File: config.mk
export PLATFORM = sky130hd
export DESIGN_NAME = roe_avg_mul
export DESIGN_NICKNAME = d
export VERILOG_FILES = /design/src/design/roe_average_eigenvectors_unit_assert.svh /design/src/design/roe_avg_pkg.sv /design/src/design/roe_avg_mul.sv
export SDC_FILE = /design/constraint.sdc
export NUM_CORES = 2
export LEC_CHECK = 0
export ABC_AREA = 1
export BUFFER_PORTS_ARGS = -buffer_cell sky130_fd_sc_hd__buf_2
export CAP_MARGIN = 20
export CELL_PAD_IN_SITES_DETAIL_PLACEMENT = 1
export CELL_PAD_IN_SITES_GLOBAL_PLACEMENT = 2
export CORE_MARGIN = 2
export CORE_UTILIZATION = 25
export DETAILED_ROUTE_END_ITERATION = 7
export GPL_TIMING_DRIVEN = 0
export PLACE_DENSITY_LB_ADDON = 0.1
export SYNTH_ARGS = -nofsm -noshare
export SYNTH_HDL_FRONTEND = slang
export SYNTH_SLANG_ARGS = --single-unit
File: constraint.sdc
create_clock -name clk -period 2.7 [get_ports clk]
set_input_delay 0.135 -clock clk [delete_from_list [all_inputs] [get_ports clk]]
set_output_delay 0.135 -clock clk [all_outputs]
set_load 0.03 [all_outputs]
File: src/design/roe_average_eigenvectors_unit_assert.svh
// ----------------------------------------------------------------------------
// roe average eigenvectors assertion macros
// checks written with these expect clk and rst_n in scope
// ----------------------------------------------------------------------------
`ifndef ROE_AVERAGE_EIGENVECTORS_UNIT_ASSERT_SVH
`define ROE_AVERAGE_EIGENVECTORS_UNIT_ASSERT_SVH

// same-cycle implication
`define ROE_AVG_ASSERT_IMP(label, ante, cons, msg) \
    label: assert property (@(posedge clk) disable iff (!rst_n) (ante) |-> (cons)) \
        else $error(msg);

// next-cycle implication
`define ROE_AVG_ASSERT_NXT(label, ante, cons, msg) \
    label: assert property (@(posedge clk) disable iff (!rst_n) (ante) |=> (cons)) \
        else $error(msg);

`endif

File: src/design/roe_avg_pkg.sv
`timescale 1ns / 1ps
// ----------------------------------------------------------------------------
// roe_avg_pkg
// shared types and constants of the roe average eigenvector unit
// ----------------------------------------------------------------------------
package roe_avg_pkg;

    localparam int FRACTION_BITS_DEF = 16;
    localparam int WORD_BITS_DEF     = 32;

    localparam int               HEAT_RATIO_BITS  = 18;
    localparam logic [17:0]      HEAT_RATIO_RESET = 18'd91750;
    localparam logic [1:0]       ROW_LAST         = 2'd2;

    typedef enum logic [1:0] {
        CMD_LOAD   = 2'd0,
        CMD_OUTER  = 2'd1,
        CMD_MIDDLE = 2'd2,
        CMD_FULL   = 2'd3
    } roe_avg_cmd_t;

    typedef enum logic [1:0] {
        UNIT_NONE,
        UNIT_MUL,
        UNIT_DIV,
        UNIT_ROOT
    } roe_avg_unit_t;

    // one strobe per shared unit
    typedef struct packed {
        logic mul;
        logic div;
        logic root;
    } roe_avg_strobe_t;

    typedef enum logic [4:0] {
        ST_IDLE, ST_SR, ST_H, ST_D1, ST_D2, ST_SS, ST_AR, ST_A1, ST_A2,
        ST_B1, ST_B2, ST_UU, ST_HU, ST_Y, ST_C, ST_ONEA, ST_K1, ST_K2,
        ST_XP, ST_XPU, ST_XPUU, ST_UOA, ST_ATU, ST_HX, ST_HO, ST_HOA,
        ST_HAV, ST_R7, ST_WR, ST_OUT
    } roe_avg_state_t;

endpackage

File: src/design/roe_avg_mul.sv
`timescale 1ns / 1ps
// ----------------------------------------------------------------------------
// roe_avg_mul
// two-stage saturating fixed point multiplier, truncates magnitude
// ----------------------------------------------------------------------------
module roe_avg_mul #(
    parameter int FRACTION_BITS = roe_avg_pkg::FRACTION_BITS_DEF,
    parameter int WORD_BITS     = roe_avg_pkg::WORD_BITS_DEF
) (
    input  logic                        clk,
    input  logic                        rst_n,
    input  logic                        start,
    input  logic signed [WORD_BITS-1:0] a,
    input  logic signed [WORD_BITS-1:0] b,
    output logic                        done,
    output logic signed [WORD_BITS-1:0] prod
);
    localparam int W = WORD_BITS;
    localparam logic [W-1:0] WMAX_U = {1'b0, {(W-1){1'b1}}};
    localparam logic [W-1:0] WMIN_U = {1'b1, {(W-1){1'b0}}};

    logic [W-1:0]   mag_a, mag_b;
    logic [2*W-1:0] prod_reg, prod_next, shifted;
    logic           neg_reg, neg_next, stage_reg, stage_next, done_reg, done_next;
    logic [W-1:0]   res_reg, res_next;

    assign mag_a   = a[W-1] ? (~a + 1'b1) : a;
    assign mag_b   = b[W-1] ? (~b + 1'b1) : b;
    assign shifted = prod_reg >> FRACTION_BITS;

    always_comb
    begin
        prod_next  = prod_reg;
        neg_next   = neg_reg;
        res_next   = res_reg;
        stage_next = start;
        done_next  = stage_reg;
        if (start)
        begin
            prod_next = mag_a * mag_b;
            neg_next  = a[W-1] ^ b[W-1];
        end
        if (stage_reg)
        begin
            if (neg_reg)
                res_next = (shifted > (2*W)'(WMIN_U)) ? WMIN_U : (~shifted[W-1:0] + 1'b1);
            else
                res_next = (shifted > (2*W)'(WMAX_U)) ? WMAX_U : shifted[W-1:0];
        end
    end

    always_ff @(posedge clk or negedge rst_n)
    begin
        if (!rst_n)
        begin
            stage_reg <= 1'b0;
            done_reg  <= 1'b0;
        end
        else
        begin
            stage_reg <= stage_next;
            done_reg  <= done_next;
        end
    end

    always_ff @(posedge clk)
    begin
        prod_reg <= prod_next;
        neg_reg  <= neg_next;
        res_reg  <= res_next;
    end

    assign done = done_reg;
    assign prod = res_reg;

endmodule

Word-level counts from Yosys, hierarchy flattened
Cells that the tools add are included.
- register bits: 99
- add/subtract/negate cells: 3
- multipliers: 1
- order comparisons: 2
- multiplexer cells: 5
- bitwise gates (word level): 4
- operator list (cell ; count):
    $mux W32 ; 5
    $add A32 B1 Y32 const B ; 3
    $not A32 Y32 ; 3
    $mul A32 B32 Y64 ; 1
    $gt A48 B31 Y1 const B ; 1
    $gt A48 B32 Y1 const B ; 1
    $xor A1 B1 Y1 ; 1

Logic depth before layout (Yosys ltp)
- depth after elaboration: 4
- mapped depth: 42

Worst setup path after synthesis
Ideal clock, no wire load.
- kind: input-to-reg
- start: input a[0]
- end: register prod_reg[51] (data pin)
- arrival time: 7.477 ns
- slack: -5.030 ns
- stages on the path: 33
- buffers on the path: 3
- cell sequence: buf_6 clkinv_4 clkbuf_1 ha_1 nand3_2 nor2_2 nand4_1 nor3_1 nor2_1 xor2_1 inv_2 buf_2 nor2_1 fa_1 fa_1 fa_1 inv_1 fa_1 inv_1 fa_1 fa_1 fa_1 fa_1 ha_1 a21oi_1 a21boi_0 o21ai_0 a21oi_1 nor2_1 nor3_1 nand2_1 nand2_1 nand2_1
- word-level cells in the longest chain between the ends: 4
- ends and longest elaborated chain (element ; line ; source):
    start, declared ; roe_avg_mul.sv:13 ; input logic signed [WORD_BITS-1:0] a,
    $not A32 Y32 ; roe_avg_mul.sv:27 ; assign mag_a = a[W-1] ? (~a + 1'b1) : a;
    $add A32 B1 Y32 ; roe_avg_mul.sv:27 ;
    $mux W32 * ; roe_avg_mul.sv:27 ;
    $mul A32 B32 Y64 * ; roe_avg_mul.sv:40 ; prod_next = mag_a * mag_b;
    end signal, assigned ; roe_avg_mul.sv:68 ; prod_reg <= prod_next;
    end, declared ; roe_avg_mul.sv:23 ; logic [2*W-1:0] prod_reg, prod_next, shifted;
Every way passes the cells marked *; elsewhere a longest branch is shown, timed or not.
A chain may end at the register's enable or synchronous reset.

Final worst setup path
- start: input a[0]
- end: register prod_reg[56] (data pin)
Same word-level chain as after synthesis.

==> summary.md <==
| Metric | Value |
|---|---|
| Result of the run | `complete, but fails checks` |
| Failing checks | `negative setup slack` |
| Length of the first detailed-routing pass in iterations | `5` |
| Design Area, Final | `between 0.04 and 0.05 sq mm` |
| Kind of start point of the critical path | `input port` |
| Clock sink count | `83` |
| Cell count after synthesis | `roughly 4900` |
| Final number of max-transition violations | `0` |
| Avg Cell Area, Syn | `7.973 sq um` |
| Worst hold path type | `in -> reg` |
| Buffer cell driving the clock tree root | `sky130_fd_sc_hd__clkbuf_16` |
| Max reg flops | `80` |
| EDFF count, synth | `~80` |
| Final min period | `between 7000 and 8000 ps` |
| Headroom to the max-slew limit | `0.3778` |
| Asr flop ratio synth | `0.02410` |
| GRT Total Usage | `0.2510` |
| Post-DRT Antenna Nets | `0` |
| Most common flop cell mapped by yosys | `sky130_fd_sc_hd__edfxtp_1` |
| Ratio of final minimum period to clock period | `2.871` |
| Vias in the first global route | `roughly 38000` |
| Worst setup EP type | `register` |
| 1st-iter DRT viols | `approximately 1900` |
| Critical path's slowest cell | `sky130_fd_sc_hd__fa_2` |
| Final estimated routing congestion in global placement | `0.8823` |
| Count of input and output buffers | `between 90 and 100` |
| Drc violations | `0` |
| Height of the die | `399.9 um` |
| Die ar. | `0.1599 sq mm` |
| CTS clock-pin slew for the worst setup and hold paths | `70 ps` |
| Synthesis warning total | `0` |
| Summed instance area of the synthesized netlist | `slightly below 0.04 sq mm` |
| Final Hold Viols | `0` |
| Critical path type | `in -> reg` |
| Global-route congestion overflow total | `0` |
| Fraction of layout cells with a size suffix above 1 | `0.2344` |
| Insertion delay to the later sink of the worst-skew pair | `360 ps` |
| Routed len/inst | `around 27 um` |
| Number of vias after detailed routing | `about 34000` |
| Synth unique cells | `between 50 and 60` |
| Maximum cell stage delay along the critical path | `between 600 and 700 ps` |
| Critical path arrival | `about 7900 ps` |
| Cell Rows | `around 150` |
| Highest fanout seen on the critical path | `6` |
| Sequential area share after synthesis | `0.06336` |
| Detailed placer's ending HPWL | `roughly 170000 um` |
| Number of fill cells | `~18000` |
| Final count of negative-setup-slack endpoints | `between 40 and 50` |
| H-tree depth reported by CTS | `3` |
| Final critical-path setup slack | `-5051 ps` |
| First-pass GRT wire length | `between 200000 and 300000 um` |
| X dimension of the die | `~400 um` |
| Worst hold margin | `around 59 ps` |
| Effective utilization at floorplan | `0.2514` |
| Post-layout utilization of the core | `0.3185` |
| Placed Instance Area | `approximately 0.043 sq mm` |
| Total of flip-flops plus latches after synthesis | `83` |
| I/O pins | `100` |
| Clock buffer depth | `2` |
| Worst slew pin tran | `933.3 ps` |
| TritonCTS clock tree | `built` |
| Antenna violations before repair | `11` |
| Final WL | `between 150000 and 200000 um` |
| Net count reported at finish | `about 6500` |
| Routed vias/inst | `4.627` |
| Unrepaired setup endpoints after global routing | `yes` |
| Max Cap Viol | `0` |
| Post-synthesis to final-layout area growth | `26.71%` |
| TritonCTS Buffers | `9` |
| Post-synth net total | `just over 6000` |
| Clock Skew | `roughly 10 ps` |
| Core Box Area | `approximately 0.16 sq mm` |
| Crit path required time | `roughly 2800 ps` |
| Top achievable clock speed | `0.1290 GHz` |
| Pin count of the biggest net entering global routing | `slightly above 50` |
[final timing paths]
kind / depth (start not counted) / end / startpoint / slack [ps]
min in group asynchronous: 2 / done$_DFF_PN0_ / rst_n / 80
max reg2reg: 11 / prod[11]$_DFFE_PP_ / prod_reg[17]$_DFFE_PP_ / 200
min reg2reg: 2 / prod[25]$_DFFE_PP_ / prod_reg[41]$_DFFE_PP_ / 660
max: 35 / prod_reg[56]$_DFFE_PP_ / a[0] / -5050
max in group asynchronous: 2 / done_next$_DFF_PN0_ / rst_n / 2520
min: 1 / done_next$_DFF_PN0_ / start / 60
[routing by layer]
layer  track usage  wire [um]  up-vias
li1              -          -    14970
met1        0.3426      89640    18150
met2        0.4323      94310      555
met3       0.01637       5940      146
met4       0.05968       6211        2
met5             0         13        -
[cell usage in the layout, fill, tap and decap left out, types with 22 or more instances in the layout]
master,synthesis,layout
sky130_fd_sc_hd__inv_1,1203,1111
sky130_fd_sc_hd__fa_1,895,826
sky130_fd_sc_hd__nand2_1,939,814
sky130_fd_sc_hd__nor2_1,725,599
sky130_fd_sc_hd__ha_1,263,215
sky130_fd_sc_hd__buf_4,10,196
sky130_fd_sc_hd__buf_2,77,108
sky130_fd_sc_hd__edfxtp_1,81,81
sky130_fd_sc_hd__nor2_4,2,76
sky130_fd_sc_hd__o21ai_0,127,76
sky130_fd_sc_hd__nand2_2,15,75
sky130_fd_sc_hd__inv_2,30,72
sky130_fd_sc_hd__nor2_2,19,71
sky130_fd_sc_hd__fa_2,0,69
sky130_fd_sc_hd__nand3_1,88,63
sky130_fd_sc_hd__nand2_4,0,58
sky130_fd_sc_hd__buf_12,0,48
sky130_fd_sc_hd__xor2_1,60,48
sky130_fd_sc_hd__buf_6,11,38
sky130_fd_sc_hd__buf_8,0,37
sky130_fd_sc_hd__a21oi_2,1,37
sky130_fd_sc_hd__ha_4,0,36
sky130_fd_sc_hd__a21oi_1,91,32
sky130_fd_sc_hd__o21ai_1,7,27
sky130_fd_sc_hd__inv_4,1,24
sky130_fd_sc_hd__nor3_1,38,23
sky130_fd_sc_hd__a21oi_4,0,23
sky130_fd_sc_hd__nand4_1,22,22
[critical path, delay by kind of cell]
kind | cells | cell delay, ps
AOI/OAI and AO/OA | 2 | 300
adders and majority gates | 10 | 4690
buffers and inverters | 8 | 750
xor gates and xnor gates | 1 | 160
and+or+nand+nor | 14 | 1730
[timing repair]
action	4_1_cts	5_1_grt
pin swaps	166	127
endpoints found under the setup margin	66	73
hold endpoints to repair	2	0
hold buffers	1	0
gates cloned	2	2
buffers inserted	143	62
gates resized for setup	854	351
[per-stage QoR]
step / setup TNS (ps) / instances / setup WS, ps
final: -233250 / 7310 / -5051
after detailed placement: -340390 / 7085 / -7648
after global routing: -242760 / 7309 / -5253
after CTS: -230440 / 7247 / -4954
after floorplan: -205640 / 4914 / -4490
after global placement: -349620 / 7069 / -7630
[logic make-up (layout without fill, tap and decap cells)]
logic type | Yosys count | after routing | synth area share
AO/OA/AOI/OAI | 281 | 281 | 0.03986
XOR/XNOR | 81 | 81 | 0.01916
adder cells (fa/ha/maj) | 1158 | 1158 | 0.5413
buffers and inverters | 1414 | 1751 | 0.1413
flip-flops | 83 | 83 | 0.06336
other | 0 | 1 | 0
AND/OR/NAND/NOR | 1897 | 1897 | 0.1950
[Yosys cell counts, drive strengths merged, types with 7 or more instances]
library cell	n	area [sq um]
a21boi	10	75.07
a21o	13	97.59
a21oi	92	464.2
buf	103	603.1
clkbuf	69	260.2
clkinv	8	36.28
edfxtp	81	2432
fa	895	17920
ha	263	3291
inv	1234	4634
nand2	954	3618
nand3	91	478.0
nand3b	7	65.06
nand4	24	162.7
nor2	746	2863
nor3	45	260.3
nor4	20	131.4
o21a	8	60.06
o21ai	139	714.4
or2	7	43.79
xnor2	17	148.9
xor2	64	601.8
[final cells by class]
type,instances,area [sq um],area share
Timing Repair Buffer,321,2661,0.05361
Clock inverter,5,35.03,0.0007057
Clock buffer,11,242.7,0.004890
Tap cell,2058,2575,0.05187
Buffer,172,2018,0.04065
Sequential cell,83,2482,0.05001
Multi-Input combinational cell,3417,34670,0.6984
Inverter,1242,4955,0.09981
Antenna cell,1,2.502,0.00005041
Power is left out: the tool's default activity adds up to more than one toggle a clock period on the data nets, which glitch-free logic cannot reach.
