<file path="src/design/roe_average_eigenvectors_unit_assert.svh">
// ----------------------------------------------------------------------------
// roe average eigenvectors assertion macros
// checks written with these expect clk and rst_n in scope
// ----------------------------------------------------------------------------
`ifndef ROE_AVERAGE_EIGENVECTORS_UNIT_ASSERT_SVH
`define ROE_AVERAGE_EIGENVECTORS_UNIT_ASSERT_SVH

// same-cycle implication
`define ROE_AVG_ASSERT_IMP(label, ante, cons, msg) \
    label: assert property (@(posedge clk) disable iff (!rst_n) (ante) |-> (cons)) \
        else $error(msg);

// next-cycle implication
`define ROE_AVG_ASSERT_NXT(label, ante, cons, msg) \
    label: assert property (@(posedge clk) disable iff (!rst_n) (ante) |=> (cons)) \
        else $error(msg);

`endif

</file>
<file path="src/design/roe_avg_pkg.sv">
`timescale 1ns / 1ps
// ----------------------------------------------------------------------------
// roe_avg_pkg
// shared types and constants of the roe average eigenvector unit
// ----------------------------------------------------------------------------
package roe_avg_pkg;

    localparam int FRACTION_BITS_DEF = 16;
    localparam int WORD_BITS_DEF     = 32;

    localparam int               HEAT_RATIO_BITS  = 18;
    localparam logic [17:0]      HEAT_RATIO_RESET = 18'd91750;
    localparam logic [1:0]       ROW_LAST         = 2'd2;

    typedef enum logic [1:0] {
        CMD_LOAD   = 2'd0,
        CMD_OUTER  = 2'd1,
        CMD_MIDDLE = 2'd2,
        CMD_FULL   = 2'd3
    } roe_avg_cmd_t;

    typedef enum logic [1:0] {
        UNIT_NONE,
        UNIT_MUL,
        UNIT_DIV,
        UNIT_ROOT
    } roe_avg_unit_t;

    // one strobe per shared unit
    typedef struct packed {
        logic mul;
        logic div;
        logic root;
    } roe_avg_strobe_t;

    typedef enum logic [4:0] {
        ST_IDLE, ST_SR, ST_H, ST_D1, ST_D2, ST_SS, ST_AR, ST_A1, ST_A2,
        ST_B1, ST_B2, ST_UU, ST_HU, ST_Y, ST_C, ST_ONEA, ST_K1, ST_K2,
        ST_XP, ST_XPU, ST_XPUU, ST_UOA, ST_ATU, ST_HX, ST_HO, ST_HOA,
        ST_HAV, ST_R7, ST_WR, ST_OUT
    } roe_avg_state_t;

endpackage

</file>
<file path="src/design/roe_avg_sqrt.sv">
`timescale 1ns / 1ps
// ----------------------------------------------------------------------------
// roe_avg_sqrt
// digit-by-digit fixed point square root, one root bit per cycle
// ----------------------------------------------------------------------------
module roe_avg_sqrt #(
    parameter int FRACTION_BITS = roe_avg_pkg::FRACTION_BITS_DEF,
    parameter int WORD_BITS     = roe_avg_pkg::WORD_BITS_DEF
) (
    input  logic                        clk,
    input  logic                        rst_n,
    input  logic                        start,
    input  logic signed [WORD_BITS-1:0] x,
    output logic                        done,
    output logic signed [WORD_BITS-1:0] root
);
    localparam int W  = WORD_BITS;
    localparam int XW = WORD_BITS + FRACTION_BITS;
    localparam int RW = XW + (XW % 2);
    localparam int N  = RW / 2;
    localparam int CW = $clog2(N + 1);
    localparam logic [W-1:0] WMAX_U = {1'b0, {(W-1){1'b1}}};

    logic [RW-1:0] rad_reg, rad_next;
    logic [N+1:0]  rem_reg, rem_next, sh, trial;
    logic [N-1:0]  rt_reg, rt_next, rt_step;
    logic [CW-1:0] cnt_reg, cnt_next;
    logic          busy_reg, busy_next, done_reg, done_next, ge;
    logic [W-1:0]  res_reg, res_next;

    assign sh      = {rem_reg[N-1:0], rad_reg[RW-1 -: 2]};
    assign trial   = {rt_reg, 2'b01};
    assign ge      = sh >= trial;
    assign rt_step = {rt_reg[N-2:0], ge};

    always_comb
    begin
        rad_next  = rad_reg;
        rem_next  = rem_reg;
        rt_next   = rt_reg;
        cnt_next  = cnt_reg;
        busy_next = busy_reg;
        res_next  = res_reg;
        done_next = 1'b0;
        if (start)
        begin
            if (x[W-1] || (x == '0))
            begin
                // non-positive argument gives a zero root
                res_next  = '0;
                done_next = 1'b1;
            end
            else
            begin
                rad_next  = RW'($unsigned(x)) << FRACTION_BITS;
                rem_next  = '0;
                rt_next   = '0;
                cnt_next  = CW'(N);
                busy_next = 1'b1;
            end
        end
        else if (busy_reg)
        begin
            rem_next = ge ? (sh - trial) : sh;
            rt_next  = rt_step;
            rad_next = rad_reg << 2;
            cnt_next = cnt_reg - 1'b1;
            if (cnt_reg == CW'(1))
            begin
                busy_next = 1'b0;
                done_next = 1'b1;
                res_next  = ((N+W)'(rt_step) > (N+W)'(WMAX_U)) ? WMAX_U : W'(rt_step);
            end
        end
    end

    always_ff @(posedge clk or negedge rst_n)
    begin
        if (!rst_n)
        begin
            busy_reg <= 1'b0;
            done_reg <= 1'b0;
            cnt_reg  <= '0;
        end
        else
        begin
            busy_reg <= busy_next;
            done_reg <= done_next;
            cnt_reg  <= cnt_next;
        end
    end

    always_ff @(posedge clk)
    begin
        rad_reg <= rad_next;
        rem_reg <= rem_next;
        rt_reg  <= rt_next;
        res_reg <= res_next;
    end

    assign done = done_reg;
    assign root = res_reg;

endmodule

</file>
<file path="config.mk">
export PLATFORM = sky130hd
export DESIGN_NAME = roe_avg_sqrt
export DESIGN_NICKNAME = d
export VERILOG_FILES = /design/src/design/roe_average_eigenvectors_unit_assert.svh /design/src/design/roe_avg_pkg.sv /design/src/design/roe_avg_sqrt.sv
export SDC_FILE = /design/constraint.sdc
export NUM_CORES = 1
export LEC_CHECK = 0
export BUFFER_PORTS_ARGS = -buffer_cell sky130_fd_sc_hd__buf_2
export CAP_MARGIN = 20
export CORE_MARGIN = 5
export CORE_UTILIZATION = 54
export DETAILED_ROUTE_END_ITERATION = 16
export HOLD_SLACK_MARGIN = 0.03
export PLACE_DENSITY = 0.77
export SKIP_CTS_REPAIR_TIMING = 1
export SYNTH_ARGS = -nofsm -noshare
export SYNTH_HDL_FRONTEND = slang
export SYNTH_SLANG_ARGS = --single-unit
export TNS_END_PERCENT = 100
</file>
<file path="constraint.sdc">
create_clock -name clk -period 2.8 [get_ports clk]
set_input_delay 0 -clock clk [delete_from_list [all_inputs] [get_ports clk]]
set_output_delay 0 -clock clk [all_outputs]
set_load 0.05 [all_outputs]
</file>
Yosys cells after proc, flatten, opt, wreduce, memory -nomap -nowiden
Index checks and enable logic that the tools add are counted.
Widths: inputs -> output; s select.
{ "op_classes": {"n_reduce_logical": 6, "mux": 25, "n_addsub": 2, "magnitude_cmp": 1, "n_eq_ne": 3} }
{ "ops": {"columns": ["op", "count"], "rows": [
  ["$mux 24", 7],
  ["$mux 48", 3],
  ["$mux 32", 4],
  ["$logic_not 32->1", 1],
  ["$ge 26x26->1", 1],
  ["$sub 24x24->24", 1],
  ["$mux 5", 3],
  ["$mux 1", 8],
  ["$eq 5x1->1 const B", 1],
  ["$sub 5x1->5 const B", 1],
  ["$reduce_bool 2->1", 2],
  ["$reduce_and 3->1", 1],
  ["$ne 2x1->1 const B", 1],
  ["$ne 2x2->1 const B", 1],
  ["$reduce_and 2->1", 1],
  ["$logic_or 1x1->1", 1]
]} }
{ "totals": {"reg_bits": 135, "wordCells": 44} }

Longest topological paths before layout
{ "logic_depth": {"depth_word": 4, "ltp_mapped": 10, "mapped_depth_nobuf": 8} }

Least setup slack after synthesis
OpenSTA, ideal clock, no wires.
{ "synth_path": {"path_kind": "input -> register", "startpoint": "in x[21]", "endpoint": "reg rad_reg[16], enable pin", "stages": 6, "setup_time_ns": 0.796, "slack_ns": -0.137, "arrival_ns": 2.141, "cell_sequence": "nor4_1 -> nand4_1 -> nor2_1 -> or3_1 -> clkbuf_1 -> nand2_1"} }
{ "synth_via": {"elab_chain_cells": 4} }
{ "synth_lines": {"columns": ["element", "line", "source"], "rows": [
  ["from (decl)", "roe_avg_sqrt.sv:13", "input logic signed [WORD_BITS-1:0] x,"],
  ["$logic_not 32->1", "roe_avg_sqrt.sv:47", "if (x[W-1] || (x == '0))"],
  ["$logic_or 1x1->1", "roe_avg_sqrt.sv:47", null],
  ["$ne 2x2->1 (no line)", null, null],
  ["$reduce_and 2->1 (no line)", null, null],
  ["to (signal assigned)", "roe_avg_sqrt.sv:95", "rad_reg <= rad_next;"],
  ["to (decl)", "roe_avg_sqrt.sv:24", "logic [RW-1:0] rad_reg, rad_next;"]
]} }
No other way between the ends.
A chain may end at the register's enable or synchronous reset.

Final worst setup path
{ "layout_path": {"startpoint": "reg rem_reg[0]", "endpoint": "reg rem_reg[18], data pin"} }
{ "layout_via": {"elab_chain_cells": 4, "elab_cells_between_ends": 5, "classes_between": "1 x add/sub; 1 x order compare; 3 x mux"} }
{ "layout_lines": {"columns": ["element", "line", "source"], "rows": [
  ["from (decl)", "roe_avg_sqrt.sv:25", "logic [N+1:0] rem_reg, rem_next, sh, trial;"],
  ["from (signal assigned)", "roe_avg_sqrt.sv:96", "rem_reg <= rem_next;"],
  ["$sub 24x24->24 / $ge 26x26->1 (equally long branches)", "roe_avg_sqrt.sv:64, roe_avg_sqrt.sv:33", null],
  ["$mux 24 *", "roe_avg_sqrt.sv:64", "rem_next = ge ? (sh - trial) : sh;"],
  ["$mux 24 *", "roe_avg_sqrt.sv:62", "else if (busy_reg)"],
  ["$mux 24 *", "roe_avg_sqrt.sv:45", "if (start)"]
]} }
Mark *: on every way between the ends. The rest lies on a longest branch, timed or not. The select of a mux whose other input is x is not followed.

==> summary.txt <==
Synth
  • EDFF count, synth: 104
  • Yosys reg bits: 111
  • Mean Syn Cell Area: 11.2 sq um
  • Mapped Cells: 563
  • Ranking of synthesized cells by area: edfxtp_1 (50%), mux2_2 (5.7%), ha_1 (5.6%)
  • Async SR Flop Fraction: 6.31%
  • Sequential cell area fraction in the yosys report: 52.3%
  • Leading area contributor after synthesis: edfxtp_1
  • Synth warnings: 0
  • Ys flop type: edfxtp_1
  • Number of distinct library cells after synthesis: just under 70
  • Synth Cell Area: roughly 0.0063 sq mm
  • Synth top area share: 49.5%

Pwr
  • Combinational power share: approximately half
  • Clk pwr share: 15.8%
  • Switch Pwr: 3110 uW
  • Switch share: 41.2%
  • Sequential Power Share: 32.3%
  • Power Internal: 4450 uW
  • Leak Pwr: 0.00300 uW
  • Peak supply drop: 0.474 mV
  • PwrDens: just over 1000 mW/mm^2

Timing
  • Worst-Margin Slew: 791 ps
  • Fin crit period: approximately 2600 ps
  • Top achievable clock speed: roughly 380 MHz
  • Slew Viols, Final: 0
  • Final TNS setup: 0 ps
  • Slew margin rel.: 47.3%
  • Final hold slack: 259 ps
  • Final setup fails: 0
  • Period utilization: 93.6%
  • Layout Skew: roughly 11 ps
  • Fin. Hold Viols: 0
  • RSZ-0062 raised after global routing: false

Floorplan
  • Site Rows: 39
  • Initial core utilization: roughly 55%
  • Core area: 0.0114 sq mm
  • Die width: 118 um
  • Top-Level Pins: 68
  • Die area: 0.0139 sq mm
  • Die Span Y: between 100 and 150 um

Routing
  • Antenna viol nets, final: 0
  • Pre-antenna DRT Iters: 4
  • Vias per cell: 5.95
  • Routed wire per std cell: 18.3 um
  • Final WL: 14.8 mm
  • Vias after detailed routing: 4808
  • 1st-iter DRT viols: 382
  • DRC viols: 0

Outcome
  • Outcome: complete, no violations

Place
  • RD Place Congestion: about 0.91
  • Port Buf Inserts: 59
  • Hpwl dp: between 9 and 10 mm
  • Placed Cells: 757

Clock tree
  • Clk slew on worst S/H paths: 80 ps
  • CTS tree: built
  • Clock sink total: 111
  • CTS Buf Count: 9
  • Clk Latency, worst-skew pair: 360 ps
  • Clock buffer depth: 2
  • H-tree depth: 3
  • Clk root buf: clkbuf_16

Layout
  • P&R area growth vs syn: 17.7%
  • Final Non-Filler Cells: 808
  • Most frequent cells in the layout: edfxtp_1 (104), buf_2 (59), nand2_1 (54), nor2_1 (47), inv_1 (38)
  • Most common cell after layout, fill and taps aside: edfxtp_1
  • Filler Cell Count: 898
  • Post-layout nets: 724
  • Max reg flops: 32
  • Share of layout cells above drive strength 1: roughly 23%
  • Ant. Diodes: 0

Global routing
  • Gr ovfl total: 0
  • Largest net degree at the start of global routing: 81
  • Vias in the first global route: 4653
  • First-pass GRT wire length: 22.9 mm
  • Global-route usage over all layers: between 20% and 30%
  • Initial antenna violation count: 0

Worst setup path
  • CP arrival: 2720 ps
  • Critical path class: reg -> reg
  • Critical Path Sink Type: register
  • WP data required: 2900 ps
  • Critical path peak fanout: 10
  • Startpoint types: register

Job
  • Max_cap viols: 0

Hold path
  • Hold WC Path Type: in -> reg
[cell usage after synthesis, drive strengths merged (2+ instances only)]
master	n
dfrtp	7
or3	8
nand2	55
buf	19
o21a	7
a21oi	25
and3	3
xnor2	8
clkbuf	14
and4	4
o21bai	3
mux2	32
o21ai	26
edfxtp	104
o211ai	7
a211oi	6
nand3	20
or4	3
a31oi	5
ha	28
nand4	9
nor3	3
a2111oi	4
a31o	5
nand2b	2
a21boi	4
a21o	6
xor2	5
nor2	48
nor4	10
mux2i	14
a22oi	2
and2	4
a41oi	3
o221ai	5
inv	38
o31ai	2
[metal layers]
metal | vias to the layer above | part of all wire, % | track usage [%]
li1 | 2281 | - | -
met1 | 2290 | 42 | 26.6
met2 | 203 | 48 | 31.8
met3 | 34 | 6.9 | 3.89
met4 | 0 | 3.0 | 8.89
met5 | - | 0 | 0
[power by group through the flow]
stage          Sequential (uW)  Clock, uW  Combinational [uW]
6_report                  2440       1190                3920
5_1_grt                   2480       1290                4310
4_1_cts                   2440       1210                3790
3_5_place_dp              2480          0                3760
3_3_place_gp              2460          0                3650
2_1_floorplan             2530          0                2810
[path summary, 6_finish.rpt]
check | slack, ps | start | cells past startpoint | to
max in group asynchronous | 1980 | rst_n | 3 | done$_DFF_PN0_
max | 180 | rem_reg[0]$_SDFFCE_PP0P_ | 8 | rem_reg[18]$_SDFFCE_PP0P_
min in group asynchronous | 590 | rst_n | 3 | cnt_reg[1]$_DFFE_PN0P_
min | 260 | start | 4 | cnt_reg[3]$_DFFE_PN0P_
min reg2reg | 530 | cnt_reg[4]$_DFFE_PN0P_ | 2 | cnt_reg[4]$_DFFE_PN0P_
max reg2reg | 180 | rem_reg[0]$_SDFFCE_PP0P_ | 8 | rem_reg[18]$_SDFFCE_PP0P_
[through the flow]
| stage | power, uW | cell area [sq um] | worst slack (ps) | util, % |
|---|---|---|---|---|
| 6_report | 7560 | 7420 | 178 | 65.0 |
| 4_1_cts | 7450 | 7030 | -40.6 | 61.6 |
| 3_5_place_dp | 6240 | 6770 | -18.0 | 59.3 |
| 2_1_floorplan | 5340 | 6330 | 375 | - |
| 3_3_place_gp | 6120 | 6770 | 17.1 | 59.3 |
| 5_1_grt | 8080 | 7420 | 34.0 | 65.0 |
[area by class of cell]
type,instances,area (sq um),area share [%]
multi-input combinational,388,2720,36.7
tap,143,179,2.41
clock buffer,9,225,3.03
inverter,38,143,1.92
clock inverter,6,37.5,0.506
sequential,111,3300,44.4
timing repair buffer,113,818,11.0
[worst max-delay path: stages, from the launching register on]
cell and delay [ps]:
edfxtp_1 420, ha_1 380, nor2b_1 170, o21bai_1 250
a21oi_2 160, buf_4 210, or4_1 510, nand4_1 140
o221ai_1 120
[cell families after synthesis]
group           count (synthesis)  share of synthesized area [%]
compound gates                119                           13.9
buf+inv                        71                           5.30
mux                            46                           7.94
xor+xnor                       13                           1.81
simple gates                  174                           13.2
fa+ha+maj                      28                           5.56
flops                         111                           52.3
other cells                     1                         0.0595
Note: power is estimated with default switching activity, not from simulation.
