==> config.mk <==
export PLATFORM = sky130hd
export DESIGN_NAME = roe_avg_div
export DESIGN_NICKNAME = d
export VERILOG_FILES = /design/src/design/roe_average_eigenvectors_unit_assert.svh /design/src/design/roe_avg_pkg.sv /design/src/design/roe_avg_div.sv
export SDC_FILE = /design/constraint.sdc
export NUM_CORES = 1
export LEC_CHECK = 0
export BUFFER_PORTS_ARGS = -buffer_cell sky130_fd_sc_hd__buf_2
export CORE_UTILIZATION = 50
export DETAILED_ROUTE_END_ITERATION = 10
export PLACE_DENSITY = 0.74
export SLEW_MARGIN = 20
export SYNTH_ARGS = -nofsm -noshare
export SYNTH_HDL_FRONTEND = slang
export SYNTH_SLANG_ARGS = --single-unit
==> constraint.sdc <==
create_clock -name clk -period 4.7 [get_ports clk]
set_clock_uncertainty 0.05 [all_clocks]
set_input_delay 1.41 -clock clk [delete_from_list [all_inputs] [get_ports clk]]
set_output_delay 1.41 -clock clk [all_outputs]
set_load 0.02 [all_outputs]
==> src/design/roe_average_eigenvectors_unit_assert.svh <==
// ----------------------------------------------------------------------------
// roe average eigenvectors assertion macros
// checks written with these expect clk and rst_n in scope
// ----------------------------------------------------------------------------
`ifndef ROE_AVERAGE_EIGENVECTORS_UNIT_ASSERT_SVH
`define ROE_AVERAGE_EIGENVECTORS_UNIT_ASSERT_SVH

// same-cycle implication
`define ROE_AVG_ASSERT_IMP(label, ante, cons, msg) \
    label: assert property (@(posedge clk) disable iff (!rst_n) (ante) |-> (cons)) \
        else $error(msg);

// next-cycle implication
`define ROE_AVG_ASSERT_NXT(label, ante, cons, msg) \
    label: assert property (@(posedge clk) disable iff (!rst_n) (ante) |=> (cons)) \
        else $error(msg);

`endif

==> src/design/roe_avg_pkg.sv <==
`timescale 1ns / 1ps
// ----------------------------------------------------------------------------
// roe_avg_pkg
// shared types and constants of the roe average eigenvector unit
// ----------------------------------------------------------------------------
package roe_avg_pkg;

    localparam int FRACTION_BITS_DEF = 16;
    localparam int WORD_BITS_DEF     = 32;

    localparam int               HEAT_RATIO_BITS  = 18;
    localparam logic [17:0]      HEAT_RATIO_RESET = 18'd91750;
    localparam logic [1:0]       ROW_LAST         = 2'd2;

    typedef enum logic [1:0] {
        CMD_LOAD   = 2'd0,
        CMD_OUTER  = 2'd1,
        CMD_MIDDLE = 2'd2,
        CMD_FULL   = 2'd3
    } roe_avg_cmd_t;

    typedef enum logic [1:0] {
        UNIT_NONE,
        UNIT_MUL,
        UNIT_DIV,
        UNIT_ROOT
    } roe_avg_unit_t;

    // one strobe per shared unit
    typedef struct packed {
        logic mul;
        logic div;
        logic root;
    } roe_avg_strobe_t;

    typedef enum logic [4:0] {
        ST_IDLE, ST_SR, ST_H, ST_D1, ST_D2, ST_SS, ST_AR, ST_A1, ST_A2,
        ST_B1, ST_B2, ST_UU, ST_HU, ST_Y, ST_C, ST_ONEA, ST_K1, ST_K2,
        ST_XP, ST_XPU, ST_XPUU, ST_UOA, ST_ATU, ST_HX, ST_HO, ST_HOA,
        ST_HAV, ST_R7, ST_WR, ST_OUT
    } roe_avg_state_t;

endpackage

==> src/design/roe_avg_div.sv <==
`timescale 1ns / 1ps
// ----------------------------------------------------------------------------
// roe_avg_div
// radix-2 restoring fixed point divider, one quotient bit per cycle
// ----------------------------------------------------------------------------
module roe_avg_div #(
    parameter int FRACTION_BITS = roe_avg_pkg::FRACTION_BITS_DEF,
    parameter int WORD_BITS     = roe_avg_pkg::WORD_BITS_DEF
) (
    input  logic                        clk,
    input  logic                        rst_n,
    input  logic                        start,
    input  logic signed [WORD_BITS-1:0] a,
    input  logic signed [WORD_BITS-1:0] b,
    output logic                        done,
    output logic signed [WORD_BITS-1:0] quo
);
    localparam int W  = WORD_BITS;
    localparam int XW = WORD_BITS + FRACTION_BITS;
    localparam int CW = $clog2(XW + 1);
    localparam logic [W-1:0] WMAX_U = {1'b0, {(W-1){1'b1}}};
    localparam logic [W-1:0] WMIN_U = {1'b1, {(W-1){1'b0}}};

    logic [W-1:0]  mag_a, mag_b;
    logic [XW-1:0] dvd_reg, dvd_next, q_reg, q_next, q_step;
    logic [W:0]    rem_reg, rem_next, sh;
    logic [W-1:0]  mb_reg, mb_next;
    logic [CW-1:0] cnt_reg, cnt_next;
    logic          busy_reg, busy_next, done_reg, done_next, neg_reg, neg_next, ge;
    logic [W-1:0]  res_reg, res_next;

    assign mag_a  = a[W-1] ? (~a + 1'b1) : a;
    assign mag_b  = b[W-1] ? (~b + 1'b1) : b;
    assign sh     = {rem_reg[W-1:0], dvd_reg[XW-1]};
    assign ge     = sh >= {1'b0, mb_reg};
    assign q_step = {q_reg[XW-2:0], ge};

    always_comb
    begin
        dvd_next  = dvd_reg;
        q_next    = q_reg;
        rem_next  = rem_reg;
        mb_next   = mb_reg;
        cnt_next  = cnt_reg;
        busy_next = busy_reg;
        neg_next  = neg_reg;
        res_next  = res_reg;
        done_next = 1'b0;
        if (start)
        begin
            if (b == '0)
            begin
                // divide by zero saturates toward the dividend sign
                res_next  = a[W-1] ? WMIN_U : WMAX_U;
                done_next = 1'b1;
            end
            else
            begin
                dvd_next  = XW'(mag_a) << FRACTION_BITS;
                mb_next   = mag_b;
                rem_next  = '0;
                q_next    = '0;
                neg_next  = a[W-1] ^ b[W-1];
                cnt_next  = CW'(XW);
                busy_next = 1'b1;
            end
        end
        else if (busy_reg)
        begin
            rem_next = ge ? (sh - {1'b0, mb_reg}) : sh;
            q_next   = q_step;
            dvd_next = dvd_reg << 1;
            cnt_next = cnt_reg - 1'b1;
            if (cnt_reg == CW'(1))
            begin
                busy_next = 1'b0;
                done_next = 1'b1;
                if (neg_reg)
                    res_next = (q_step > XW'(WMIN_U)) ? WMIN_U : (~q_step[W-1:0] + 1'b1);
                else
                    res_next = (q_step > XW'(WMAX_U)) ? WMAX_U : q_step[W-1:0];
            end
        end
    end

    always_ff @(posedge clk or negedge rst_n)
    begin
        if (!rst_n)
        begin
            busy_reg <= 1'b0;
            done_reg <= 1'b0;
            cnt_reg  <= '0;
        end
        else
        begin
            busy_reg <= busy_next;
            done_reg <= done_next;
            cnt_reg  <= cnt_next;
        end
    end

    always_ff @(posedge clk)
    begin
        dvd_reg <= dvd_next;
        q_reg   <= q_next;
        rem_reg <= rem_next;
        mb_reg  <= mb_next;
        neg_reg <= neg_next;
        res_reg <= res_next;
    end

    assign done = done_reg;
    assign quo  = res_reg;

endmodule

======== Word level (Yosys, flattened, before mapping) ========
Index checks and enable logic that the tools add are counted.
word-level totals
  flip-flop bits (word level) ............. 200
  input port bits ......................... 67
  word-level logic and storage cells ...... 63
cells by class
  bitwise logic cells ..................... 5
  add/sub/neg operators ................... 5
  mux-type cells .......................... 31
  $lt $le $gt $ge ......................... 3
  eq/ne operators ......................... 3
  reduce and logical (&&, ||, !) cells .... 6
operators by type and width
  cell                                                   count
  2-to-1 mux 32 bit                                      13
  2-to-1 mux 48 bit                                      3
  2-to-1 mux 47 bit                                      3
  adder 32 x 1 -> 32 bit (second input constant)         3
  inverter 32 bit                                        3
  > comparator 48 x 31 -> 1 bit (second input constant)  1
  > comparator 48 x 32 -> 1 bit (second input constant)  1
  >= comparator 33 x 32 -> 1 bit                         1
  logical NOT 32 bit                                     1
  subtractor 32 bit                                      1
  2-to-1 mux 31 bit                                      1
  2-to-1 mux 6 bit                                       3
  2-to-1 mux 1 bit                                       8
  equality test 6 x 1 -> 1 bit (second input constant)   1
  subtractor 6 x 1 -> 6 bit (second input constant)      1
  AND reduction 2 bit                                    2
  nonzero test 2 bit                                     2
  AND reduction 3 bit                                    1
  != test 2 x 1 -> 1 bit (second input constant)         1
  != test 2 bit (second input constant)                  1
  inverter 1 bit                                         1
  bitwise XOR 1 bit                                      1

======== Logic depth before layout (Yosys ltp) ========
Gate-level depths: netlist of the first run.
  depth after elaboration ................. 8
  gate-level depth with buffers ........... 23

======== Least setup slack after synthesis of the first run ========
OpenSTA, ideal clock, no wires.
  path kind ............................... input to register
  start ................................... input port b[19]
  end ..................................... register dvd_reg[16] (enable)
  stages on the path ...................... 7
  buffers on the path ..................... 0
  required time ........................... 3.646 ns
  arrival time ............................ 5.435 ns
  setup slack ............................. -1.789 ns
  cells stage by stage .................... or4_1 -> or4_1 -> or2_1 -> or4_4 -> or4_4 -> nand2_4 -> nand2_1
on the way
  word-level cells in the longest chain between the ends .. 3
ends and longest elaborated chain
  what                                  line                source
  start: declaration                    roe_avg_div.sv:14   input logic signed [WORD_BITS-1:0] b,
  logical NOT 32 bit                    roe_avg_div.sv:51   if (b == '0)
  != test 2 bit (no source line)        -
  AND reduction 2 bit (no source line)  -
  end signal: assignment                roe_avg_div.sv:104  dvd_reg <= dvd_next;
  end: declaration                      roe_avg_div.sv:25   logic [XW-1:0] dvd_reg, dvd_next, q_reg, q_next, q_step;
Every way passes these cells.
A chain may end at the register's enable or synchronous reset.

======== Worst setup path after layout of the first run ========
  start ................................... register rem_reg[5]
  end ..................................... register res_reg[28], in the netlist quo[28] (data pin)
on the way
  word-level cells in the longest chain between the ends .. 8
ends and longest elaborated chain
  what                              line                source
  start: declaration                roe_avg_div.sv:26   logic [W:0] rem_reg, rem_next, sh;
  start signal: assignment          roe_avg_div.sv:106  rem_reg <= rem_next;
  >= comparator 33 x 32 -> 1 bit *  roe_avg_div.sv:35   assign ge = sh >= {1'b0, mb_reg};
  inverter 32 bit                   roe_avg_div.sv:79   res_next = (q_step > XW'(WMIN_U)) ? WMIN_U : (~q_step[W-1:0] + 1'b1);
  adder 32 x 1 -> 32 bit            roe_avg_div.sv:79
  2-to-1 mux 32 bit                 roe_avg_div.sv:79
  2-to-1 mux 32 bit *               roe_avg_div.sv:78   if (neg_reg)
  2-to-1 mux 32 bit *               roe_avg_div.sv:74   if (cnt_reg == CW'(1))
  2-to-1 mux 32 bit *               roe_avg_div.sv:68   else if (busy_reg)
  2-to-1 mux 32 bit *               roe_avg_div.sv:49   if (start)
  named net res_next[28]            roe_avg_div.sv:30   logic [W-1:0] res_reg, res_next;
  end signal: assignment            roe_avg_div.sv:109  res_reg <= res_next;
  end: declaration                  roe_avg_div.sv:30
Mark *: on every way through the listed nets, which the timed path passes. The rest lies on a longest branch. The select of a mux whose other input is x is not followed.

==> parameters.txt, run 1 <==
Parameter                              Value

GRT
  Overall fraction of global-route tracks in use ... between 20 and 25%
  Largest net degree at the start of global routing ... 52
  Vias in the first global route ... 8661
  Antenna violations before repair ... 0
  Gr ovfl total ... 0
  Global-route wire length before repair ... 43200 µm

Clock network
  Maximum root-to-sink buffer count ... 2
  TritonCTS clock tree ... done
  Register clock-pin slew on the reported worst setup and hold paths ... 0.08 ns
  Latest clock arrival within the worst-skew pair ... ~0.44 ns
  Number of buffers inserted during clock tree synthesis ... 17
  Number of clock sinks seen by CTS ... 184
  Clock H-tree levels ... 4
  Total of hold buffers inserted after clock tree synthesis ... 0
  Cell chosen for the clock root ... sky130_fd_sc_hd__clkbuf_16

Yosys
  Cells after synthesis ... 1103
  Prevailing post-synth register cell ... sky130_fd_sc_hd__edfxtp_1
  Fraction of the yosys area taken by sequential cells ... 49.3%
  Warnings from Yosys ... 0
  Post-synthesis instance area ... 11100 µm²
  Share of synthesized flip-flops with an asynchronous set or reset ... 4.35%
  Number of distinct standard cells referenced by the synthesized netlist ... slightly below 80
  Syn_nets ... between 1000 and 1500
  Mean instance size in the synthesized netlist ... 10.1 µm²
  Number of enable-type register cells in the synthesized netlist ... 176
  Synth Register Bits ... 184

Layout
  Fin area ... 12800 µm²
  Number of flip-flops under the largest register name ... 47
  Antenna diode count ... 0
  Layout Nets ... 1314
  Share of layout cells above drive strength 1 ... 17.8%
  Total of fill cells in the finished design ... 1844
  Layout Area Growth over Synthesis ... 15.3%

Pwr
  Worst IR Drop VDD ... 0.277 mV
  Power per unit of standard cell area ... 460 nW/µm²
  Reported leakage power ... 4.94 nW
  Post-layout total power ... about 6 mW

Die
  Total die area ... about 23000 µm²
  Core Area ... ~22000 µm²
  Number of rows created at floorplan ... 54
  Number of top-level pins ... 100
  Chip Height ... 151 µm
  Starting utilization of the core area ... roughly 51%
  Die extent in x ... 151 µm

Route
  Vias after detailed routing ... 8931
  Wire length per cell after detailed routing ... 17.6 µm
  Count of nets left with antenna violations after detail routing ... 0
  Number of iterations in the first detailed-routing pass ... 7
  Residual DRC ... 0
  Post-detailed-route via-to-cell ratio ... 5.95
  Iteration-0 DRC Markers ... 703
  Routed WL ... 26400 µm

Critical path
  Number of buffer and inverter instances along the worst setup path ... 1
  Category of the worst setup path launch point ... register
  Cells along the critical path ... ha_1 > a21o_1 > a21o_1 > a21o_1 > o21bai_2 > nand4b_1 > a211o_1 > inv_2 > ha_2 > nor2b_4 > nand3_1 > or4_4 > or2_1 > or3_4 > nor3b_1 > a21oi_1 > a21oi_1
  Start of the worst register-to-register path ... rem_reg[5]$_SDFFCE_PP0P_
  Slowest-stage cell, CP ... sky130_fd_sc_hd__or4_4
  Instance count on the critical path ... 17
  Crit-path max cell delay ... between 0.5 and 0.6 ns
  Worst r2r path cells ... 17
  Critical path's most frequent cell ... sky130_fd_sc_hd__a21o_1
  Critical Path Fanout Max ... 4
  Internal reg-to-reg setup slack ... 0.27 ns
  Data arrival, critical path ... 4.54 ns
  R2R Path End ... quo[28]$_DFFE_PP_
  Startpoint of the most critical setup path ... rem_reg[5]$_SDFFCE_PP0P_
  Largest delay contributor family on the critical path ... simple AND/OR/NAND/NOR gates
  CP Capture Type ... register
  WP data required ... ~4.8 ns
  Timing endpoint of the critical path ... quo[28]$_DFFE_PP_
  Classification of the worst setup path ... register to register

Outcome
  Run status ... completed

STA
  Slew at the pin with the worst max-slew slack ... 0.860 ns
  Final setup violating endpoints ... 0
  Final Hold Vio Count ... 0
  Final-report max-slew violation count ... 0
  Worst hold margin ... 0.483 ns
  Relative slew slack ... a little over two fifths
  Post-layout min period ... 4.43 ns
  Final critical-path share of the clock period ... 94.3%
  Total Negative Setup Slacks ... 0 ns
  Maximum achievable frequency ... 0.226 GHz
  RSZ-0062 raised after global routing ... false

Min path
  Class of the most critical hold timing path ... register to register

Place
  Final estimated routing congestion in global placement ... 0.945
  Port-buffer cells ... 99
  Post-detailed-placement cell area ... 12200 µm²
  Placed wire-length estimate ... 18700 µm

Job
  # Max-Cap Violations ... 0
cell usage in the layout, fill, tap and decap left out, types with 5 or more instances in the layout:
master / count
sky130_fd_sc_hd__nand3_1: 26
sky130_fd_sc_hd__o21ai_1: 14
sky130_fd_sc_hd__edfxtp_1: 176
sky130_fd_sc_hd__a211oi_1: 8
sky130_fd_sc_hd__buf_12: 5
sky130_fd_sc_hd__or4_4: 6
sky130_fd_sc_hd__dfrtp_1: 8
sky130_fd_sc_hd__nand4_1: 12
sky130_fd_sc_hd__nor2b_1: 43
sky130_fd_sc_hd__ha_1: 35
sky130_fd_sc_hd__xor2_1: 37
sky130_fd_sc_hd__or4_1: 14
sky130_fd_sc_hd__buf_2: 98
sky130_fd_sc_hd__o21ai_0: 39
sky130_fd_sc_hd__or2_2: 6
sky130_fd_sc_hd__clkbuf_16: 17
sky130_fd_sc_hd__or3_1: 26
sky130_fd_sc_hd__xnor2_1: 38
sky130_fd_sc_hd__o41ai_1: 11
sky130_fd_sc_hd__nand2_1: 92
sky130_fd_sc_hd__o21a_1: 10
sky130_fd_sc_hd__nand2b_1: 7
sky130_fd_sc_hd__nor4_1: 15
sky130_fd_sc_hd__nor2_1: 95
sky130_fd_sc_hd__a21o_1: 16
sky130_fd_sc_hd__o31ai_1: 22
sky130_fd_sc_hd__nor3_1: 19
sky130_fd_sc_hd__inv_8: 5
sky130_fd_sc_hd__inv_1: 58
sky130_fd_sc_hd__buf_4: 32
sky130_fd_sc_hd__o211ai_1: 14
sky130_fd_sc_hd__a21oi_1: 93
sky130_fd_sc_hd__a31oi_1: 12
through the flow:
stage,utilization [%],worst slack [ns],instances
6_report,58.8,0.270,1502
3_5_place_dp,55.8,0.0975,1467
4_1_cts,58.5,0.0519,1499
5_1_grt,58.8,0.0577,1502
3_3_place_gp,55.8,0.149,1467
2_1_floorplan,-,0.00434,1103
Yosys cell counts, types with 5 or more instances:
| master | n | share of area, % |
|---|---|---|
| sky130_fd_sc_hd__or4_4 | 5 | 0.51 |
| sky130_fd_sc_hd__o21a_1 | 10 | 0.67 |
| sky130_fd_sc_hd__or2_2 | 6 | 0.34 |
| sky130_fd_sc_hd__xor2_1 | 37 | 2.9 |
| sky130_fd_sc_hd__o41ai_1 | 11 | 0.87 |
| sky130_fd_sc_hd__clkbuf_1 | 39 | 1.3 |
| sky130_fd_sc_hd__a221oi_1 | 5 | 0.39 |
| sky130_fd_sc_hd__nand2_1 | 93 | 3.1 |
| sky130_fd_sc_hd__nor2b_1 | 44 | 2.5 |
| sky130_fd_sc_hd__o31ai_1 | 22 | 1.5 |
| sky130_fd_sc_hd__a21o_1 | 16 | 1.1 |
| sky130_fd_sc_hd__a21oi_1 | 94 | 4.2 |
| sky130_fd_sc_hd__or3_1 | 26 | 1.5 |
| sky130_fd_sc_hd__nand4_1 | 12 | 0.67 |
| sky130_fd_sc_hd__nand3_1 | 26 | 1.2 |
| sky130_fd_sc_hd__xnor2_1 | 38 | 3.0 |
| sky130_fd_sc_hd__buf_2 | 6 | 0.27 |
| sky130_fd_sc_hd__a31oi_1 | 12 | 0.67 |
| sky130_fd_sc_hd__ha_1 | 37 | 4.2 |
| sky130_fd_sc_hd__o21ai_1 | 14 | 0.63 |
| sky130_fd_sc_hd__o21ai_0 | 41 | 1.8 |
| sky130_fd_sc_hd__nor4_1 | 15 | 0.84 |
| sky130_fd_sc_hd__or4_1 | 15 | 1.0 |
| sky130_fd_sc_hd__a211oi_1 | 9 | 0.61 |
| sky130_fd_sc_hd__nor3_1 | 19 | 0.85 |
| sky130_fd_sc_hd__nand2b_1 | 8 | 0.45 |
| sky130_fd_sc_hd__inv_1 | 58 | 2.0 |
| sky130_fd_sc_hd__edfxtp_1 | 176 | 48 |
| sky130_fd_sc_hd__dfrtp_1 | 8 | 1.8 |
| sky130_fd_sc_hd__nor2_1 | 95 | 3.2 |
| sky130_fd_sc_hd__o211ai_1 | 14 | 0.94 |
cells by family (layout without fill, tap and decap cells):
kind of cell             Yosys count  count (layout)  synth area share [%]
XOR/XNOR                          75              75                  5.91
buffers and inverters            110             229                  3.85
multiplexers                       3               3                 0.292
AND/OR/NAND/NOR                  401             401                  19.0
AO/OA/AOI/OAI                    292             292                  17.3
adder cells (fa/ha/maj)           38              38                  4.34
flip-flops                       184             184                  49.3
metal layers:
metal	routed length [µm]	global-route usage (%)
met1	11900	32.3
met2	12600	40.0
met3	1380	3.64
met4	461	8.55
met5	0	0
worst register-to-register path, delay by kind of cell (launching register included):
kind	cells	cell delay, ns
simple gates	7	1.71
flops	1	0.42
buf+inv	1	0.08
compound gates	7	1.35
fa+ha+maj	2	0.54
repair_timing:
| item | 4_1_cts | 5_1_grt |
|---|---|---|
| buffers inserted | 0 | 3 |
| endpoints found under the setup margin | 0 | 25 |
| gates resized for setup | 0 | 7 |
final cells by class:
cell class                      instances  area (µm²)  share of cell area [%]
Timing Repair Buffer                  136         842                    6.56
Multi-Input combinational cell        809        5320                    41.5
Sequential cell                       184        5490                    42.8
Inverter                               61         229                    1.78
Tap cell                              280         350                    2.73
Clock buffer                           17         425                    3.32
Clock inverter                         15         176                    1.38
worst min path at each step:
stage,endpoint,slack [ns],depth (start not counted),from
6_report,busy_reg$_DFFE_PN0P_,0.48,2,busy_reg$_DFFE_PN0P_
5_1_grt,cnt_reg[5]$_DFFE_PN0P_,0.50,2,cnt_reg[5]$_DFFE_PN0P_
4_1_cts,busy_reg$_DFFE_PN0P_,0.49,2,busy_reg$_DFFE_PN0P_
3_5_place_dp,cnt_reg[5]$_DFFE_PN0P_,0.47,2,cnt_reg[5]$_DFFE_PN0P_
3_3_place_gp,busy_reg$_DFFE_PN0P_,0.45,2,busy_reg$_DFFE_PN0P_
2_1_floorplan,busy_reg$_DFFE_PN0P_,0.43,2,busy_reg$_DFFE_PN0P_
report_power, final:
part	total [mW]	internal (mW)	switching [mW]	leakage, nW
combinational	2.15	0.894	1.26	2.76
sequential	2.29	2.12	0.173	1.89
clock	1.46	0.763	0.695	0.286
(Power assumes the default switching activity.)
==> inputs of run 2 (changes only) <==
--- a/config.mk
+++ b/config.mk
@@ -5,10 +5,11 @@
 export SDC_FILE = /design/constraint.sdc
 export NUM_CORES = 1
 export LEC_CHECK = 0
+export ABC_AREA = 1
 export BUFFER_PORTS_ARGS = -buffer_cell sky130_fd_sc_hd__buf_2
 export CORE_UTILIZATION = 50
 export DETAILED_ROUTE_END_ITERATION = 10
-export PLACE_DENSITY = 0.74
+export PLACE_DENSITY = 0.73
 export SLEW_MARGIN = 20
 export SYNTH_ARGS = -nofsm -noshare
 export SYNTH_HDL_FRONTEND = slang
==> parameters.txt, run 2 <==
Parameter                              Value

Outcome
  Run status ... completed

STA
  Maximum achievable frequency ... 0.252 GHz
  Slew at the pin with the worst max-slew slack ... ~1.1 ns
  Final setup violating endpoints ... 0
  Total Negative Setup Slacks ... 0 ns
  Final Hold Vio Count ... 0
  Relative slew slack ... 26.7%
  RSZ-0062 raised after global routing ... false
  Final-report max-slew violation count ... 0
  Final worst-path setup slack ... 0.734 ns
  Post-layout min period ... 3.97 ns
  Final critical-path share of the clock period ... 84.4%

Clock network
  TritonCTS clock tree ... done
  Cell chosen for the clock root ... sky130_fd_sc_hd__clkbuf_16
  Number of clock sinks seen by CTS ... 184
  Clock H-tree levels ... 4
  Post-CTS resize count ... 0
  Latest clock arrival within the worst-skew pair ... 0.44 ns
  Number of buffers inserted during clock tree synthesis ... 17
  Register clock-pin slew on the reported worst setup and hold paths ... 0.07 ns
  Maximum root-to-sink buffer count ... 2
  Total of hold buffers inserted after clock tree synthesis ... 0
  Setup repair bufs after CTS ... 0

Die
  Number of top-level pins ... 100
  Total die area ... 23900 µm²
  Die extent in x ... about 150 µm
  Number of rows created at floorplan ... 55
  Core Area ... about 23000 µm²
  Chip Height ... 155 µm
  Starting utilization of the core area ... between 50 and 60%

Critical path
  Internal reg-to-reg setup slack ... 0.73 ns
  Startpoint of the most critical setup path ... rem_reg[3]$_SDFFCE_PP0P_
  WP data required ... 4.92 ns
  Slowest-stage cell, CP ... sky130_fd_sc_hd__edfxtp_1
  Critical Path Fanout Max ... 25
  Category of the worst setup path launch point ... register
  CP Capture Type ... register
  Critical path's most frequent cell ... sky130_fd_sc_hd__nand2_2
  Start of the worst register-to-register path ... rem_reg[3]$_SDFFCE_PP0P_
  Data arrival, critical path ... 4.19 ns
  Cells along the critical path ... ha_1 > a21oi_1 > nand2_1 > nand2_1 > nand3_2 > nand2_1 > nand2_2 > nand2_2 > nand2_2 > inv_1 > ha_1 > nand2_2 > nor2_2 > nand3_2 > inv_2 > nand3_2 > nor2_2 > nand4_2 > a21oi_2 > buf_4 > o21ai_0 > a21oi_1
  Classification of the worst setup path ... register to register
  Crit-path max cell delay ... 0.38 ns

Route
  Wire length per cell after detailed routing ... 15.2 µm
  Residual DRC ... 0
  Number of iterations in the first detailed-routing pass ... 5
  Count of nets left with antenna violations after detail routing ... 0
  Vias after detailed routing ... 9867
  Iteration-0 DRC Markers ... about 800
  Routed WL ... 27100 µm
  Post-detailed-route via-to-cell ratio ... 5.52

Yosys
  Number of enable-type register cells in the synthesized netlist ... approximately 180
  Warnings from Yosys ... 0
  Cell types with the highest counts after synthesis ... sky130_fd_sc_hd__nand2_1, sky130_fd_sc_hd__nor2_1, sky130_fd_sc_hd__inv_1
  Share of synthesized flip-flops with an asynchronous set or reset ... 4.35%
  Leading post-synthesis cells by cell area ... sky130_fd_sc_hd__edfxtp_1, sky130_fd_sc_hd__nand2_1, sky130_fd_sc_hd__nor2_1
  Area share of the largest cell type after synthesis ... 45.4%
  Mean instance size in the synthesized netlist ... between 8 and 9 µm²
  Largest area contributor in the synthesized netlist ... sky130_fd_sc_hd__edfxtp_1
  Syn_nets ... 1511
  Dominant cell by count in the synthesized netlist ... sky130_fd_sc_hd__nand2_1
  Fraction of the yosys area taken by sequential cells ... 47.2%
  Cells after synthesis ... 1406
  Number of distinct standard cells referenced by the synthesized netlist ... 50
  Synth Register Bits ... between 150 and 200
  Post-synthesis instance area ... 11600 µm²
  Prevailing post-synth register cell ... sky130_fd_sc_hd__edfxtp_1

Pwr
  Worst IR Drop VDD ... 0.265 mV
  Power per unit of standard cell area ... 456 nW/µm²
  Reported leakage power ... roughly 5.7 nW

GRT
  Global-route wire length before repair ... 45300 µm
  Largest net degree at the start of global routing ... 81
  Antenna violations before repair ... 0
  Vias in the first global route ... about 9300
  Overall fraction of global-route tracks in use ... 23.6%
  Gr ovfl total ... 0

Layout
  Number of flip-flops under the largest register name ... 47
  Layout Nets ... 1596
  Total of fill cells in the finished design ... 2062
  Share of layout cells above drive strength 1 ... a little under an eighth
  Highest-count cells in the layout ignoring fill and taps ... sky130_fd_sc_hd__nand2_1, sky130_fd_sc_hd__nor2_1, sky130_fd_sc_hd__inv_1
  Most common cell after layout, fill and taps aside ... sky130_fd_sc_hd__nand2_1
  Fin area ... 13000 µm²
  Multi-input gate area ... 5230 µm²
  Combined flip-flop and latch cell area ... ~5500 µm²
  Layout Area Growth over Synthesis ... 11.8%
  Antenna diode count ... 0

Place
  Post-detailed-placement cell area ... 12400 µm²
  Worst Setup Slack post-DPL ... about 0.7 ns
  Port-buffer cells ... 99
  Placed wire-length estimate ... 19700 µm
  Final estimated routing congestion in global placement ... 0.931

Min path
  Class of the most critical hold timing path ... register to register
  Min-delay src ... cnt_reg[0]$_DFFE_PN0P_

Job
  # Max-Cap Violations ... 0
run 2: cell types whose count changed in the layout (fill, tap and decap cells not counted), moves of 26 or more:
cell                      change
sky130_fd_sc_hd__inv_1      +140
sky130_fd_sc_hd__o21ai_0     +53
sky130_fd_sc_hd__or3_1       -26
sky130_fd_sc_hd__nand3_1     +37
sky130_fd_sc_hd__nor2_1     +107
sky130_fd_sc_hd__a21oi_1     +36
sky130_fd_sc_hd__nor2b_1     -43
sky130_fd_sc_hd__nand2_1    +141
run 2: worst max-delay path, delay by kind of cell, from the launching register on:
family	cells	cell delay, ns
adder cells (fa/ha/maj)	2	0.56
AO/OA/AOI/OAI	4	0.85
flip-flops	1	0.38
AND/OR/NAND/NOR	13	1.37
buffers and inverters	3	0.58
run 2: area by class of cell:
| cell class | count | area share [%] |
|---|---|---|
| Clock buffer | 18 | 3.30 |
| Tap cell | 285 | 2.74 |
| Inverter | 204 | 5.89 |
| Timing Repair Buffer | 108 | 4.52 |
| Clock inverter | 13 | 1.11 |
| Multi-Input combinational cell | 976 | 40.2 |
| Sequential cell | 184 | 42.2 |
run 2: final timing paths:
check                                              end  cells after the start
min in group asynchronous               done$_DFF_PN0_                      1
worst max-delay path                 quo[26]$_DFFE_PP_                     22
worst min register to register  cnt_reg[0]$_DFFE_PN0P_                      1
max in group asynchronous       cnt_reg[2]$_DFFE_PN0P_                      1
worst max register to register       quo[26]$_DFFE_PP_                     22
worst min-delay path            cnt_reg[0]$_DFFE_PN0P_                      1
run 2: per-layer routing:
layer / track usage, % / vias to the layer above / wire (µm)
li1: - / 4877 / -
met2: 37.5 / 323 / 12300
met5: 0 / - / 0
met1: 33.8 / 4635 / 12900
met4: 7.73 / 0 / 481
met3: 2.69 / 32 / 1400
run 2: logic make-up (layout without fill, tap and decap cells):
logic type      Yosys count  in the layout  synth area share (%)
compound gates          275            275                  12.8
simple gates            579            579                  21.4
xor+xnor                 84             84                  6.32
fa+ha+maj                38             38                  4.15
flops                   184            184                  47.2
buf+inv                 246            343                  8.10
run 2: per-stage QoR:
stage / utilization, % / instances / total power [mW] / hold slack, ns
after floorplan: - / 1406 / 3.94 / 0.420
after global placement: 54.7 / 1757 / 4.41 / 0.441
final: 57.2 / 1788 / 5.93 / 0.464
after detailed placement: 54.7 / 1757 / 4.47 / 0.456
after global routing: 57.2 / 1788 / 6.30 / 0.505
after CTS: 57.2 / 1788 / 5.90 / 0.466
run 2: power by group:
part	switching [mW]	internal, mW
clock network	0.636	0.787
registers	0.139	2.13
logic	1.46	0.767
